<file path="config.mk">
export PLATFORM = sky130hd
export DESIGN_NAME = dead_reckoning_odometry
export DESIGN_NICKNAME = d
export VERILOG_FILES = /design/src/rtl/dro_pkg.sv /design/src/rtl/dead_reckoning_odometry.sv /design/src/rtl/dro_mul.sv /design/src/rtl/dro_seq.sv /design/src/rtl/dro_dp.sv
export SDC_FILE = /design/constraint.sdc
export NUM_CORES = 2
export LEC_CHECK = 0
export ABC_AREA = 1
export BUFFER_PORTS_ARGS = -buffer_cell sky130_fd_sc_hd__buf_2
export CAP_MARGIN = 10
export CORE_AREA = 5 5 328 330
export CTS_CLUSTER_DIAMETER = 120
export DETAILED_ROUTE_END_ITERATION = 6
export DIE_AREA = 0 0 333 335
export PLACE_DENSITY = 0.88
export SYNTH_ARGS = -nofsm -noshare
export SYNTH_HDL_FRONTEND = slang
export SYNTH_SLANG_ARGS = --single-unit
export TNS_END_PERCENT = 20
</file>
<file path="constraint.sdc">
create_clock -name clk -period 21.8 [get_ports clk]
set_input_delay 2.18 -clock clk [delete_from_list [all_inputs] [get_ports clk]]
set_output_delay 2.18 -clock clk [all_outputs]
set_load 0.05 [all_outputs]
</file>
<file path="src/rtl/dro_pkg.sv">
`timescale 1ns / 1ps
// Shared types, constants and the microcode program of the dead reckoning block.
// Used by dro_seq, dro_dp and dro_mul; depends on nothing.
package dro_pkg;

	localparam int CORDIC_STEPS = 16;
	localparam int ANGLE_BITS   = 16;

	localparam int CNT_W  = $clog2(CORDIC_STEPS);
	localparam int ZW     = ANGLE_BITS + 2;
	localparam int XW     = 33;
	localparam int TRIG_W = XW - 14;
	localparam int MA_W   = 34;
	localparam int MB_W   = 22;
	localparam int MP_W   = MA_W + MB_W;
	localparam int SD_W   = 34;
	localparam int YD_W   = 33;
	localparam int T_W    = 33;
	localparam int Q_W    = 16;
	localparam int RES_W  = 18;
	localparam int PC_W   = 5;
	localparam int ATAN_SH = 32 - ANGLE_BITS;

	localparam logic signed [XW-1:0] X_INIT = 33'sd652032874;
	localparam logic [15:0] HEADING_RST = 16'd16384;

	// round-half divisors: 8192000000 = 2^19 * 15625, 703125 for heading
	localparam logic [MP_W-1:0] HALF_POS = 56'd4096000000;
	localparam logic [MP_W-1:0] HALF_HDG = 56'd351562;
	localparam int POS_SH = 19;
	localparam logic signed [MB_W-1:0] RCP_POS = 22'sd274877;
	localparam logic signed [MB_W-1:0] RCP_HDG = 22'sd1563749;
	localparam logic signed [MB_W-1:0] DIV_POS = 22'sd15625;
	localparam logic signed [MB_W-1:0] DIV_HDG = 22'sd703125;
	localparam int RCP_SH_POS = 32;
	localparam int RCP_SH_HDG = 40;

	localparam logic [PC_W-1:0] PC_IDLE = '0;

	// arctangent of 2^-i in 2^-32 turn
	localparam logic [29:0] ATAN_TURN32 [24] = '{
		30'd536870912, 30'd316933406, 30'd167458907, 30'd85004756, 30'd42667331,
		30'd21354465, 30'd10679838, 30'd5340245, 30'd2670163, 30'd1335087,
		30'd667544, 30'd333772, 30'd166886, 30'd83443, 30'd41722, 30'd20861,
		30'd10430, 30'd5215, 30'd2608, 30'd1304, 30'd652, 30'd326, 30'd163, 30'd81
	};

	typedef enum logic [2:0] {
		MUL_NONE, MUL_SD, MUL_YD, MUL_XC, MUL_YS, MUL_REC, MUL_BACK
	} mul_sel_t;

	typedef enum logic {DK_POS, DK_HDG} div_kind_t;

	typedef enum logic [1:0] {J_NEXT, J_IN, J_LOOP, J_OUT} jmp_t;

	typedef struct packed {
		mul_sel_t  mop;
		logic      ld;
		logic      cordic;
		logic      sv_sd;
		logic      sv_yd;
		logic      trig;
		logic      prep;
		logic      quot;
		logic      fix;
		logic      acc_x;
		logic      acc_y;
		logic      emit;
		div_kind_t dk;
		jmp_t      jmp;
	} ctl_t;

	typedef struct packed {
		logic cordic_last;
		logic out_busy;
	} stat_t;

	localparam ctl_t CTL_NOP = '{
		mop: MUL_NONE, ld: 1'b0, cordic: 1'b0, sv_sd: 1'b0, sv_yd: 1'b0,
		trig: 1'b0, prep: 1'b0, quot: 1'b0, fix: 1'b0, acc_x: 1'b0,
		acc_y: 1'b0, emit: 1'b0, dk: DK_POS, jmp: J_NEXT
	};

	function automatic logic signed [ZW-1:0] atan_step(input logic [CNT_W-1:0] i);
		logic [31:0] v;
		v = {2'b00, ATAN_TURN32[i]} + (32'd1 << (ATAN_SH - 1));
		return $signed(ZW'(v >> ATAN_SH));
	endfunction

	function automatic logic [ANGLE_BITS-1:0] heading_angle(input logic [15:0] h);
		logic [39:0] w;
		w = {h, 24'd0};
		return w[39 -: ANGLE_BITS];
	endfunction

	// microcode ROM
	function automatic ctl_t ucode(input logic [PC_W-1:0] pc);
		ctl_t c;
		c = CTL_NOP;
		unique case (pc)
			5'd0: begin
				c.ld = 1'b1; c.jmp = J_IN;
			end
			5'd1: begin
				c.cordic = 1'b1; c.mop = MUL_SD;
			end
			5'd2: begin
				c.cordic = 1'b1; c.mop = MUL_YD; c.sv_sd = 1'b1;
			end
			5'd3: begin
				c.cordic = 1'b1; c.sv_yd = 1'b1; c.jmp = J_LOOP;
			end
			5'd4: c.trig = 1'b1;
			5'd5: c.mop = MUL_XC;
			5'd6: c.prep = 1'b1;
			5'd7: c.mop = MUL_REC;
			5'd8: c.quot = 1'b1;
			5'd9: c.mop = MUL_BACK;
			5'd10: c.fix = 1'b1;
			5'd11: begin
				c.acc_x = 1'b1; c.mop = MUL_YS;
			end
			5'd12: c.prep = 1'b1;
			5'd13: c.mop = MUL_REC;
			5'd14: c.quot = 1'b1;
			5'd15: c.mop = MUL_BACK;
			5'd16: c.fix = 1'b1;
			5'd17: begin
				c.acc_y = 1'b1; c.prep = 1'b1; c.dk = DK_HDG;
			end
			5'd18: begin
				c.mop = MUL_REC; c.dk = DK_HDG;
			end
			5'd19: begin
				c.quot = 1'b1; c.dk = DK_HDG;
			end
			5'd20: begin
				c.mop = MUL_BACK; c.dk = DK_HDG;
			end
			5'd21: begin
				c.fix = 1'b1; c.dk = DK_HDG;
			end
			5'd22: begin
				c.emit = 1'b1; c.jmp = J_OUT;
			end
			default: c.jmp = J_OUT;
		endcase
		return c;
	endfunction

endpackage

</file>
<file path="src/rtl/dead_reckoning_odometry.sv">
`timescale 1ns / 1ps
// Differential-drive dead reckoning: microcode sequencer plus datapath.
// pose_valid rises at the emit step, after the CORDIC loop and the three constant divisions.
// A new tick is taken only once the sequencer is back in idle, after the CORDIC loop and the
// shared multiplier have walked the three constant divisions and the pose is emitted; pose_stall holds this off.
// Reset: asynchronous; position clears to zero, heading to a quarter turn, no pose pending.
// Depends on dro_pkg, dro_seq, dro_dp, dro_mul.
module dead_reckoning_odometry (
	input  logic                clk,
	input  logic                arst_n,
	input  logic                tick_valid,
	output logic                tick_stall,
	input  logic signed [15:0]  left_wheel_speed,
	input  logic signed [15:0]  right_wheel_speed,
	input  logic signed [15:0]  yaw_rate,
	input  logic [15:0]         step_time,
	output logic                pose_valid,
	input  logic                pose_stall,
	output logic signed [31:0]  position_x,
	output logic signed [31:0]  position_y,
	output logic [15:0]         heading_angle,
	output logic signed [15:0]  mean_speed
);

	dro_pkg::ctl_t  ctl;
	dro_pkg::stat_t stat;
	logic           go;

	dro_seq u_seq (
		.clk        (clk),
		.arst_n     (arst_n),
		.tick_valid (tick_valid),
		.stat       (stat),
		.ctl        (ctl),
		.go         (go),
		.tick_stall (tick_stall)
	);

	dro_dp u_dp (
		.clk               (clk),
		.arst_n            (arst_n),
		.ctl               (ctl),
		.go                (go),
		.left_wheel_speed  (left_wheel_speed),
		.right_wheel_speed (right_wheel_speed),
		.yaw_rate          (yaw_rate),
		.step_time         (step_time),
		.stat              (stat),
		.pose_valid        (pose_valid),
		.pose_stall        (pose_stall),
		.position_x        (position_x),
		.position_y        (position_y),
		.heading_angle     (heading_angle),
		.mean_speed        (mean_speed)
	);

endmodule

</file>
<file path="src/rtl/dro_mul.sv">
`timescale 1ns / 1ps
// Shared signed multiplier with registered product.
// Depends on dro_pkg.
module dro_mul (
	input  logic                               clk,
	input  logic                               en,
	input  logic signed [dro_pkg::MA_W-1:0]   a,
	input  logic signed [dro_pkg::MB_W-1:0]   b,
	output logic signed [dro_pkg::MP_W-1:0]   prod_q
);

	always_ff @(posedge clk) begin
		if (en) begin
			prod_q <= a * b;
		end
	end

endmodule

</file>
<file path="src/rtl/dro_seq.sv">
`timescale 1ns / 1ps
// Microcode sequencer: step counter, control ROM lookup and conditional jumps.
// Depends on dro_pkg.
module dro_seq (
	input  logic            clk,
	input  logic            arst_n,
	input  logic            tick_valid,
	input  dro_pkg::stat_t  stat,
	output dro_pkg::ctl_t   ctl,
	output logic            go,
	output logic            tick_stall
);

	logic [dro_pkg::PC_W-1:0] pc_q;
	logic [dro_pkg::PC_W-1:0] pc_nxt;

	assign ctl = dro_pkg::ucode(pc_q);
	assign tick_stall = (pc_q != dro_pkg::PC_IDLE);

	always_comb begin
		unique case (ctl.jmp)
			dro_pkg::J_IN:  go = tick_valid;
			dro_pkg::J_OUT: go = !stat.out_busy;
			default:        go = 1'b1;
		endcase
	end

	always_comb begin
		unique case (ctl.jmp)
			dro_pkg::J_NEXT: pc_nxt = pc_q + 1'b1;
			dro_pkg::J_IN:   pc_nxt = go ? pc_q + 1'b1 : pc_q;
			dro_pkg::J_LOOP: pc_nxt = stat.cordic_last ? pc_q + 1'b1 : pc_q;
			dro_pkg::J_OUT:  pc_nxt = go ? dro_pkg::PC_IDLE : pc_q;
			default:         pc_nxt = dro_pkg::PC_IDLE;
		endcase
	end

	always_ff @(posedge clk or negedge arst_n) begin
		if (!arst_n) begin
			pc_q <= dro_pkg::PC_IDLE;
		end else begin
			pc_q <= pc_nxt;
		end
	end

endmodule

</file>
<file path="src/rtl/dro_dp.sv">
`timescale 1ns / 1ps
// Datapath: CORDIC rotator, constant dividers, pose registers and output register.
// Depends on dro_pkg and dro_mul.
module dro_dp (
	input  logic                clk,
	input  logic                arst_n,
	input  dro_pkg::ctl_t       ctl,
	input  logic                go,
	input  logic signed [15:0]  left_wheel_speed,
	input  logic signed [15:0]  right_wheel_speed,
	input  logic signed [15:0]  yaw_rate,
	input  logic [15:0]         step_time,
	output dro_pkg::stat_t      stat,
	output logic                pose_valid,
	input  logic                pose_stall,
	output logic signed [31:0]  position_x,
	output logic signed [31:0]  position_y,
	output logic [15:0]         heading_angle,
	output logic signed [15:0]  mean_speed
);

	localparam int AB = dro_pkg::ANGLE_BITS;
	localparam int ZW = dro_pkg::ZW;
	localparam int XW = dro_pkg::XW;
	localparam int TW = dro_pkg::TRIG_W;
	localparam int MA_W = dro_pkg::MA_W;
	localparam int MB_W = dro_pkg::MB_W;
	localparam int MP_W = dro_pkg::MP_W;
	localparam int T_W = dro_pkg::T_W;
	localparam int Q_W = dro_pkg::Q_W;
	localparam int RES_W = dro_pkg::RES_W;

	// operands and item registers
	logic signed [16:0]                sum_q;
	logic [15:0]                       dt_q;
	logic signed [15:0]                yaw_q;
	logic signed [dro_pkg::SD_W-1:0]   sd_q;
	logic signed [dro_pkg::YD_W-1:0]   yd_q;
	logic signed [XW-1:0]              x_q;
	logic signed [XW-1:0]              y_q;
	logic signed [ZW-1:0]              z_q;
	logic                              flip_q;
	logic [dro_pkg::CNT_W-1:0]         cnt_q;
	logic signed [TW-1:0]              c_q;
	logic signed [TW-1:0]              s_q;
	logic                              neg_q;
	logic [T_W-1:0]                    t_q;
	logic [Q_W-1:0]                    q_q;
	logic signed [RES_W-1:0]           res_q;

	// architectural state and output register
	logic signed [31:0]                pos_x_q;
	logic signed [31:0]                pos_y_q;
	logic [15:0]                       heading_q;
	logic                              pose_valid_q;
	logic signed [31:0]                out_x_q;
	logic signed [31:0]                out_y_q;
	logic [15:0]                       out_h_q;
	logic signed [15:0]                out_sp_q;

	logic signed [MA_W-1:0]            ma;
	logic signed [MB_W-1:0]            mb;
	logic signed [MP_W-1:0]            prod_q;
	logic                              mul_en;
	logic signed [MB_W-1:0]            rcp;
	logic signed [MB_W-1:0]            dv;

	logic signed [XW-1:0]              xs;
	logic signed [XW-1:0]              ys;
	logic signed [ZW-1:0]              at;
	logic [AB-1:0]                     ang;
	logic                              fl;
	logic [AB-1:0]                     ang_r;
	logic signed [XW-1:0]              xf;
	logic signed [XW-1:0]              yf;
	logic signed [XW-1:0]              xr;
	logic signed [XW-1:0]              yr;

	logic signed [MP_W-1:0]            num;
	logic [MP_W-1:0]                   mag;
	logic [MP_W-1:0]                   tsum;
	logic [T_W-1:0]                    tn;
	logic [Q_W-1:0]                    qn;
	logic [T_W:0]                      rem;
	logic [T_W:0]                      dvu;
	logic [Q_W:0]                      q1;
	logic signed [RES_W-1:0]           resn;

	logic signed [31:0]                acc_base;
	logic signed [32:0]                acc_sum;
	logic signed [31:0]                acc_sat;
	logic [15:0]                       hnew;
	logic signed [16:0]                sp_sum;

	assign rcp = (ctl.dk == dro_pkg::DK_POS) ? dro_pkg::RCP_POS : dro_pkg::RCP_HDG;
	assign dv  = (ctl.dk == dro_pkg::DK_POS) ? dro_pkg::DIV_POS : dro_pkg::DIV_HDG;

	always_comb begin
		unique case (ctl.mop)
			dro_pkg::MUL_SD: begin
				ma = {{(MA_W-17){sum_q[16]}}, sum_q};
				mb = {{(MB_W-16){1'b0}}, dt_q};
			end
			dro_pkg::MUL_YD: begin
				ma = {{(MA_W-16){yaw_q[15]}}, yaw_q};
				mb = {{(MB_W-16){1'b0}}, dt_q};
			end
			dro_pkg::MUL_XC: begin
				ma = sd_q;
				mb = {{(MB_W-TW){c_q[TW-1]}}, c_q};
			end
			dro_pkg::MUL_YS: begin
				ma = sd_q;
				mb = {{(MB_W-TW){s_q[TW-1]}}, s_q};
			end
			dro_pkg::MUL_REC: begin
				ma = {{(MA_W-T_W){1'b0}}, t_q};
				mb = rcp;
			end
			dro_pkg::MUL_BACK: begin
				ma = {{(MA_W-Q_W){1'b0}}, q_q};
				mb = dv;
			end
			default: begin
				ma = '0;
				mb = '0;
			end
		endcase
	end

	assign mul_en = go && (ctl.mop != dro_pkg::MUL_NONE);

	dro_mul u_mul (
		.clk    (clk),
		.en     (mul_en),
		.a      (ma),
		.b      (mb),
		.prod_q (prod_q)
	);

	// CORDIC micro-rotation
	assign xs = x_q >>> cnt_q;
	assign ys = y_q >>> cnt_q;
	assign at = dro_pkg::atan_step(cnt_q);

	// second and third quadrants are turned by a half turn
	assign ang   = dro_pkg::heading_angle(heading_q);
	assign fl    = ang[AB-1] ^ ang[AB-2];
	assign ang_r = {ang[AB-1] ^ fl, ang[AB-2:0]};

	assign xf = flip_q ? -x_q : x_q;
	assign yf = flip_q ? -y_q : y_q;
	assign xr = xf + XW'(8192);
	assign yr = yf + XW'(8192);

	// round-to-nearest constant division: pre-scale, reciprocal, one correction
	assign num  = (ctl.dk == dro_pkg::DK_POS) ? prod_q :
		{{(MP_W-dro_pkg::YD_W-1){yd_q[dro_pkg::YD_W-1]}}, yd_q, 1'b0};
	assign mag  = num[MP_W-1] ? MP_W'(-num) : MP_W'(num);
	assign tsum = mag + ((ctl.dk == dro_pkg::DK_POS) ? dro_pkg::HALF_POS : dro_pkg::HALF_HDG);
	assign tn   = (ctl.dk == dro_pkg::DK_POS) ? tsum[dro_pkg::POS_SH +: T_W] : tsum[T_W-1:0];
	assign qn   = (ctl.dk == dro_pkg::DK_POS) ? prod_q[dro_pkg::RCP_SH_POS +: Q_W] :
		prod_q[dro_pkg::RCP_SH_HDG +: Q_W];
	assign rem  = {1'b0, t_q} - prod_q[T_W:0];
	assign dvu  = {{(T_W+1-MB_W){1'b0}}, dv};
	assign q1   = {1'b0, q_q} + {{Q_W{1'b0}}, (rem >= dvu)};
	assign resn = neg_q ? -$signed({1'b0, q1}) : $signed({1'b0, q1});

	// saturating position update
	assign acc_base = ctl.acc_x ? pos_x_q : pos_y_q;
	assign acc_sum  = {acc_base[31], acc_base} + {{(33-RES_W){res_q[RES_W-1]}}, res_q};
	always_comb begin
		if (acc_sum[32] != acc_sum[31]) begin
			acc_sat = acc_sum[32] ? 32'sh8000_0000 : 32'sh7FFF_FFFF;
		end else begin
			acc_sat = acc_sum[31:0];
		end
	end

	assign hnew   = heading_q - res_q[15:0];
	assign sp_sum = sum_q + {16'd0, sum_q[16]};

	assign stat.cordic_last = (cnt_q == dro_pkg::CNT_W'(dro_pkg::CORDIC_STEPS - 1));
	assign stat.out_busy    = pose_valid_q && pose_stall;

	always_ff @(posedge clk or negedge arst_n) begin
		if (!arst_n) begin
			pos_x_q      <= '0;
			pos_y_q      <= '0;
			heading_q    <= dro_pkg::HEADING_RST;
			pose_valid_q <= 1'b0;
			cnt_q        <= '0;
		end else begin
			if (go && ctl.ld) begin
				cnt_q <= '0;
			end else if (go && ctl.cordic) begin
				cnt_q <= cnt_q + 1'b1;
			end
			if (go && (ctl.acc_x || ctl.acc_y)) begin
				if (ctl.acc_x) begin
					pos_x_q <= acc_sat;
				end else begin
					pos_y_q <= acc_sat;
				end
			end
			if (go && ctl.emit) begin
				heading_q    <= hnew;
				pose_valid_q <= 1'b1;
			end else if (pose_valid_q && !pose_stall) begin
				pose_valid_q <= 1'b0;
			end
		end
	end

	always_ff @(posedge clk) begin
		if (go && ctl.ld) begin
			sum_q  <= {left_wheel_speed[15], left_wheel_speed} +
				{right_wheel_speed[15], right_wheel_speed};
			dt_q   <= step_time;
			yaw_q  <= yaw_rate;
			x_q    <= dro_pkg::X_INIT;
			y_q    <= '0;
			z_q    <= {{(ZW-AB){ang_r[AB-1]}}, ang_r};
			flip_q <= fl;
		end
		if (go && ctl.cordic) begin
			if (!z_q[ZW-1]) begin
				x_q <= x_q - ys;
				y_q <= y_q + xs;
				z_q <= z_q - at;
			end else begin
				x_q <= x_q + ys;
				y_q <= y_q - xs;
				z_q <= z_q + at;
			end
		end
		if (go && ctl.sv_sd) begin
			sd_q <= prod_q[dro_pkg::SD_W-1:0];
		end
		if (go && ctl.sv_yd) begin
			yd_q <= prod_q[dro_pkg::YD_W-1:0];
		end
		if (go && ctl.trig) begin
			c_q <= xr[XW-1:14];
			s_q <= yr[XW-1:14];
		end
		if (go && ctl.prep) begin
			neg_q <= num[MP_W-1];
			t_q   <= tn;
		end
		if (go && ctl.quot) begin
			q_q <= qn;
		end
		if (go && ctl.fix) begin
			res_q <= resn;
		end
		if (go && ctl.emit) begin
			out_x_q  <= pos_x_q;
			out_y_q  <= pos_y_q;
			out_h_q  <= hnew;
			out_sp_q <= sp_sum[16:1];
		end
	end

	assign pose_valid    = pose_valid_q;
	assign position_x    = out_x_q;
	assign position_y    = out_y_q;
	assign heading_angle = out_h_q;
	assign mean_speed    = out_sp_q;

endmodule

</file>
* After elaboration in Yosys (flattened, before gate mapping)
Memory sizes are Yosys's and may differ from the RTL's.
Cells that the tools add are included.
** Storage, ports and cells
- Register bits :: 549
- Memory bits (read-only) :: 960
- Input port bits :: 68
- Output and inout bits :: 98
- Word-level logic and storage cells :: 179
- Memories :: 1
** Cells by class
- $add $sub $neg :: 22
- $mul :: 1
- $lt $le $gt $ge :: 2
- Equal/unequal tests :: 36
- Shift-type cells :: 2
- Muxes and demuxes :: 49
- Bitwise operators :: 4
- Reduce and logical (&&, ||, !) cells :: 35
** Memory list
- (name not given) :: depth 32, bits a word 30, read ports 1, clocked after Yosys merged registers in 0, write ports 0, line dro_pkg.sv:86 : v = {2'b00, ATAN_TURN32[i]} + (32'd1 << (ATAN_SH - 1));
** Operators by type and width (count)
- $mux W33 :: 9
- $pmux W34 S5 :: 1
- $mux W32 :: 4
- $pmux W22 S5 :: 1
- $add A33 B15 Y33 const B :: 2
- $add A33 B33 Y33 :: 2
- $neg A33 Y33 :: 2
- $sshr A33 B4 Y33 :: 2
- $sub A33 B33 Y33 :: 2
- $mux W30 :: 2
- $mul A34 B22 Y56 :: 1
- $mux W56 :: 1
- $mux W18 :: 3
- $add A52 B52 Y52 :: 1
- $mux W52 :: 1
- $neg A52 Y52 :: 1
- $eq A5 B4 Y1 const B :: 8
- $eq A5 B5 Y1 const B :: 7
- $ge A34 B22 Y1 :: 1
- $sub A33 B34 Y34 :: 1
- $add A32 B18 Y33 :: 1
- $add A30 B16 Y31 const B :: 1
- $mux W21 :: 1
- $eq A5 B3 Y1 const B :: 4
- 47 further kinds :: 92

* Longest topological paths before layout
- Depth in word-level cells :: 8
- Mapped depth :: 48
- Mapped depth without buffers :: 47

* Modules after synthesis
Synthesis repeated with hierarchy kept, for this count alone.
** Second synthesis, totals
- Cell total of the unflattened synthesis :: 9717
- Area total of the unflattened synthesis :: 71871.4 um2
** Modules (own cells, without submodules)
- dro_dp :: times used 1, cells each 5735, area each 40792.9 um2, sequential area each 14229.9 um2
- dro_mul :: times used 1, cells each 3857, area each 30045.1 um2, sequential area each 1681.6 um2
- dro_seq :: times used 1, cells each 125, area each 1033.5 um2, sequential area each 125.1 um2

* Least setup slack after synthesis
Ideal clock, no wire load.
- Path kind :: register -> register
- Start :: register u_seq.pc_q[0] (netlist name)
- End :: register u_dp.u_mul.prod_q[54] (netlist name) (data pin)
- Setup time :: 269 ps
- Arrival :: 8597 ps
- Required time :: 21531 ps
- Path slack :: 12934 ps
- Stages on the path, launching flop included :: 43
- Buffers on the path :: 2
- Period minus slack after synthesis :: 8866 ps
- Cells stage by stage :: dfrtp_1 > ha_1 > inv_2 > nor2_1 > ha_1 > a21oi_1 > o21ai_1 > nor3_1 > inv_1 > nor2_1 > nand2_2 > inv_2 > nor2_1 > inv_2 > buf_2 > a21oi_1 > inv_2 > buf_2 > [7 not listed] > inv_1 > ha_1 > fa_1 > inv_1 > fa_1 > inv_1 > ha_1 > nand2_1 > nor2_1 > inv_1 > o21bai_1 > a21oi_1 > o21ai_0 > a21oi_1 > o21ai_0 > a21oi_1 > o31ai_1 > xor2_1
** Between the ends
- Cells in the longest elaborated chain, start to end :: 7
- Elaborated cells between the ends (all ways) :: 31
- Those cells by class :: 1 x mul; 19 x eq/ne; 6 x mux; 5 x reduce/logical
** Ends and longest elaborated chain
- from (decl) :: line dro_seq.sv:14 : logic [dro_pkg::PC_W-1:0] pc_q;
- from (signal assigned) :: line dro_seq.sv:40 : pc_q <= dro_pkg::PC_IDLE;
- from (signal assigned) :: line dro_seq.sv:42 : pc_q <= pc_nxt;
- $eq A5 B4 Y1 (tied with other cells) :: line dro_pkg.sv:100 : unique case (pc)
- $reduce_or A3 Y1 (no source line)
- $pmux W3 S6 :: line dro_pkg.sv:100
- $eq A3 B2 Y1 (tied with other cells) :: line dro_dp.sv:99 : unique case (ctl.mop)
- $reduce_or A2 Y1 (no source line)
- $pmux W34 S5 / $pmux W22 S5 (equally long branches) :: line dro_dp.sv:99
- $mul A34 B22 Y56 * :: line dro_mul.sv:14 : prod_q <= a * b;
- to (signal assigned) :: line dro_mul.sv:14
- to (decl) :: line dro_mul.sv:9 : output logic signed [dro_pkg::MP_W-1:0] prod_q
Every way passes the cells marked *; elsewhere a longest branch is shown, timed or not.
A chain may end at the register's enable or synchronous reset.

* Worst setup path in the final report
Ends and elaborated chain as after synthesis.

==> flow_summary.ini <==
[floorplanning]
die_h_um = 335
die_w_um = 333
core_mm2 = 0.105
fp-row-count = 119
ios = 166
dieArea_mm2 = 0.112
initial_utilization = 0.651

[synth]
synthMuxAreaShare = 0.00618
synth_top_family_by_area = adder cells
syn-cell-area_mm2 = 0.0681
avgSynthCellArea_um2 = 7.78
yosysWarnings = 0
synth_cell_types = 64
synth_nets = 9950
yosys.area_share.simple = 0.208
synth-edff-count = 459
synth_flop_cell = edfxtp_1
synth-compound-area-share = 0.0961
syn-instance-count = 8752
ys_seq_area_frac = 0.236
synthAdderAreaFrac = 0.290
synth-seq-cells = 549
synth_async_sr_flop_share = 0.164
synth_xor_area_frac = 0.0474

[sta]
hold_viol = 0
timing.slew.headroom = 0.0782
min_period_over_period = 0.585
setup_viol_count_final = 0
tightest_slew_ps = 1370
tns_ps = 0
max_freq_mhz = 78.5
rsz0062_at_grt = false
period_needed_ps = 12750
final.setup_skew_ps = 23.5
slew_viol_final = 0

[placement]
place.port_buffers = 165
routabilityCongestion = 1.04
placed_cell_area_mm2 = 0.0700
hpwl_um = 182000

[layout]
stdcell_area_mm2 = 0.0720
area_delta_synth_final_pct = 5.74
layout_common_cells = nand2_1 (2115), inv_1 (1746), fa_1 (748), nor2_1 (732), edfxtp_1 (459)
final_common_cell = nand2_1
final_nets = 9978
drive_above_1_share = 0.0543

[route]
routed_wl_um = 227000
drtIter0Drc = 7642
final_antenna_net_count = 0
via_count = 61300
drc = 0
vias_per_cell = 5.99
wl_per_cell_um = 22.2
drt_first_pass_iters = 7

[critical_path]
r2r_setup_slack_ps = 9050
worst-path-buf-inv = 12
slowest_stage = nor4_1
path_max_fanout = 70
end_kind = register
critPathMostFrequentCell = fa_1
critical-path-top-delay-family = adder cells
required_ps = 22170
worstSetupPathType = register to register
worst_ep_arrival_time_ps = 13120
critPathLaunchType = register
slowest_delay_ps = 1090

[clock_network]
cts_setup_buffers = 0
clk_pin_slew_ps = 70
cts.sinks = 549
postCtsHoldBufs = 0
clockRootBuffer = clkbuf_16
cts_tree = built
numCtsBuffers = 56
clockBufferDepth = 3
htree_levels = 2
clock_latency_ps = 660
ctsResizeCount = 0

[global_routing]
grt_pass1_wl_um = 346000
antenna_found_initial = 13
use_met2 = 0.636
grtUsageMet3 = 0.0911
gr-usage-all-layers = 0.401
grt_pass1_vias = 60500
gr-total-overflow = 0
grt_max_degree = 81
grt-busiest-layer = met2
use_met1 = 0.548

[worst_hold_path]
hold_path_class = register to register

[run]
drv_cap = 0

[run_status]
outcome = finished, final reports clean
[path summary, 6_finish.rpt]
kind	from	to	cells past startpoint
min in group asynchronous	arst_n	u_dp.pos_x_q[1]	1
hold / removal	u_dp.pos_y_q[28]	u_dp.position_y[28]	0
max in group asynchronous	arst_n	u_dp.pos_y_q[16]	2
hold reg to reg	u_dp.pos_y_q[28]	u_dp.position_y[28]	0
setup / recovery	u_seq.pc_q[0]	u_dp.u_mul.prod_q[54]	39
setup reg to reg	u_seq.pc_q[0]	u_dp.u_mul.prod_q[54]	39
[flip-flops by register name (all words and copies together), names as in the netlist, 32 cells and up]
name,flops
u_dp.pos_x_q,32
u_dp.x_q,33
u_dp.t_q,33
u_dp.u_mul.prod_q,56
u_dp.y_q,33
u_dp.pos_y_q,32
u_dp.position_y,32
u_dp.sd_q,34
u_dp.yd_q,33
u_dp.position_x,32
[per-layer routing]
metal  vias up  wire [um]  share of wire
met4        16      10000          0.044
met2      3732     102000           0.45
li1      27400          -              -
met3       712      26300           0.12
met1     29400      88800           0.39
met5         -        110        0.00048
[synthesized netlist by cell type, types with 15 or more instances]
library cell | count | area share
nor2_1 | 739 | 0.041
ha_1 | 382 | 0.070
dfrtp_1 | 89 | 0.033
nand2_1 | 2119 | 0.12
a21o_1 | 15 | 0.0017
o31ai_1 | 20 | 0.0022
clkbuf_1 | 117 | 0.0065
inv_2 | 31 | 0.0017
nor4_1 | 28 | 0.0026
edfxtp_1 | 459 | 0.20
mux2i_1 | 42 | 0.0062
buf_1 | 37 | 0.0020
o21a_1 | 45 | 0.0050
nor2_2 | 23 | 0.0021
xor2_1 | 252 | 0.032
or2_2 | 26 | 0.0024
o21bai_1 | 19 | 0.0021
a221oi_1 | 16 | 0.0021
o211ai_1 | 15 | 0.0017
inv_1 | 1747 | 0.096
o22ai_1 | 18 | 0.0017
o21ai_0 | 424 | 0.031
nand4_1 | 65 | 0.0060
xnor2_1 | 116 | 0.015
nand2_2 | 21 | 0.0019
buf_2 | 95 | 0.0070
fa_1 | 748 | 0.22
nor3_1 | 63 | 0.0046
nand3_1 | 338 | 0.025
a31oi_1 | 75 | 0.0069
a21boi_0 | 21 | 0.0023
nand3b_1 | 19 | 0.0021
a21oi_1 | 404 | 0.030
[logic make-up (layout without fill, tap and decap cells)]
logic type / after synthesis / after routing
compound gates: 1140 / 1140
simple gates: 3476 / 3476
flops: 549 / 549
buf+inv: 2047 / 2121
xor+xnor: 368 / 368
fa+ha+maj: 1130 / 1130
mux: 42 / 42
other cells: 0 / 7
[cell type report]
cell class	instances	area, um2
diodes	7	17.5
clock buffers	59	1410
well taps	1391	1740
multi-input cells	6156	44200
clock inverters	45	484
flip-flops and latches	549	16000
fillers	8407	32500
repair buffers	236	1370
inverters	1781	6690
[worst register-to-register path: cells and delay by family (launching register included)]
kind	cells	cell delay (ps)
xor gates and xnor gates	1	120
adders and majority gates	9	3940
DFF	1	410
AOI/OAI and AO/OA	7	2350
buffers and inverters	12	2730
and+or+nand+nor	10	2930
[metrics by stage]
step                      instances  worst slack, ps  utilization  hold WS (ps)
final                         10200             9050        0.689           481
after global routing          10200             8870        0.688           487
after CTS                     10200             9250        0.688           479
after detailed placement      10100             9350        0.670           449
after global placement        10100             9180        0.670           443
after floorplan                8752            12930            -           425
Power is not shown: default switching activity piles up to over one toggle a cycle in this logic, so the estimate is an artifact.
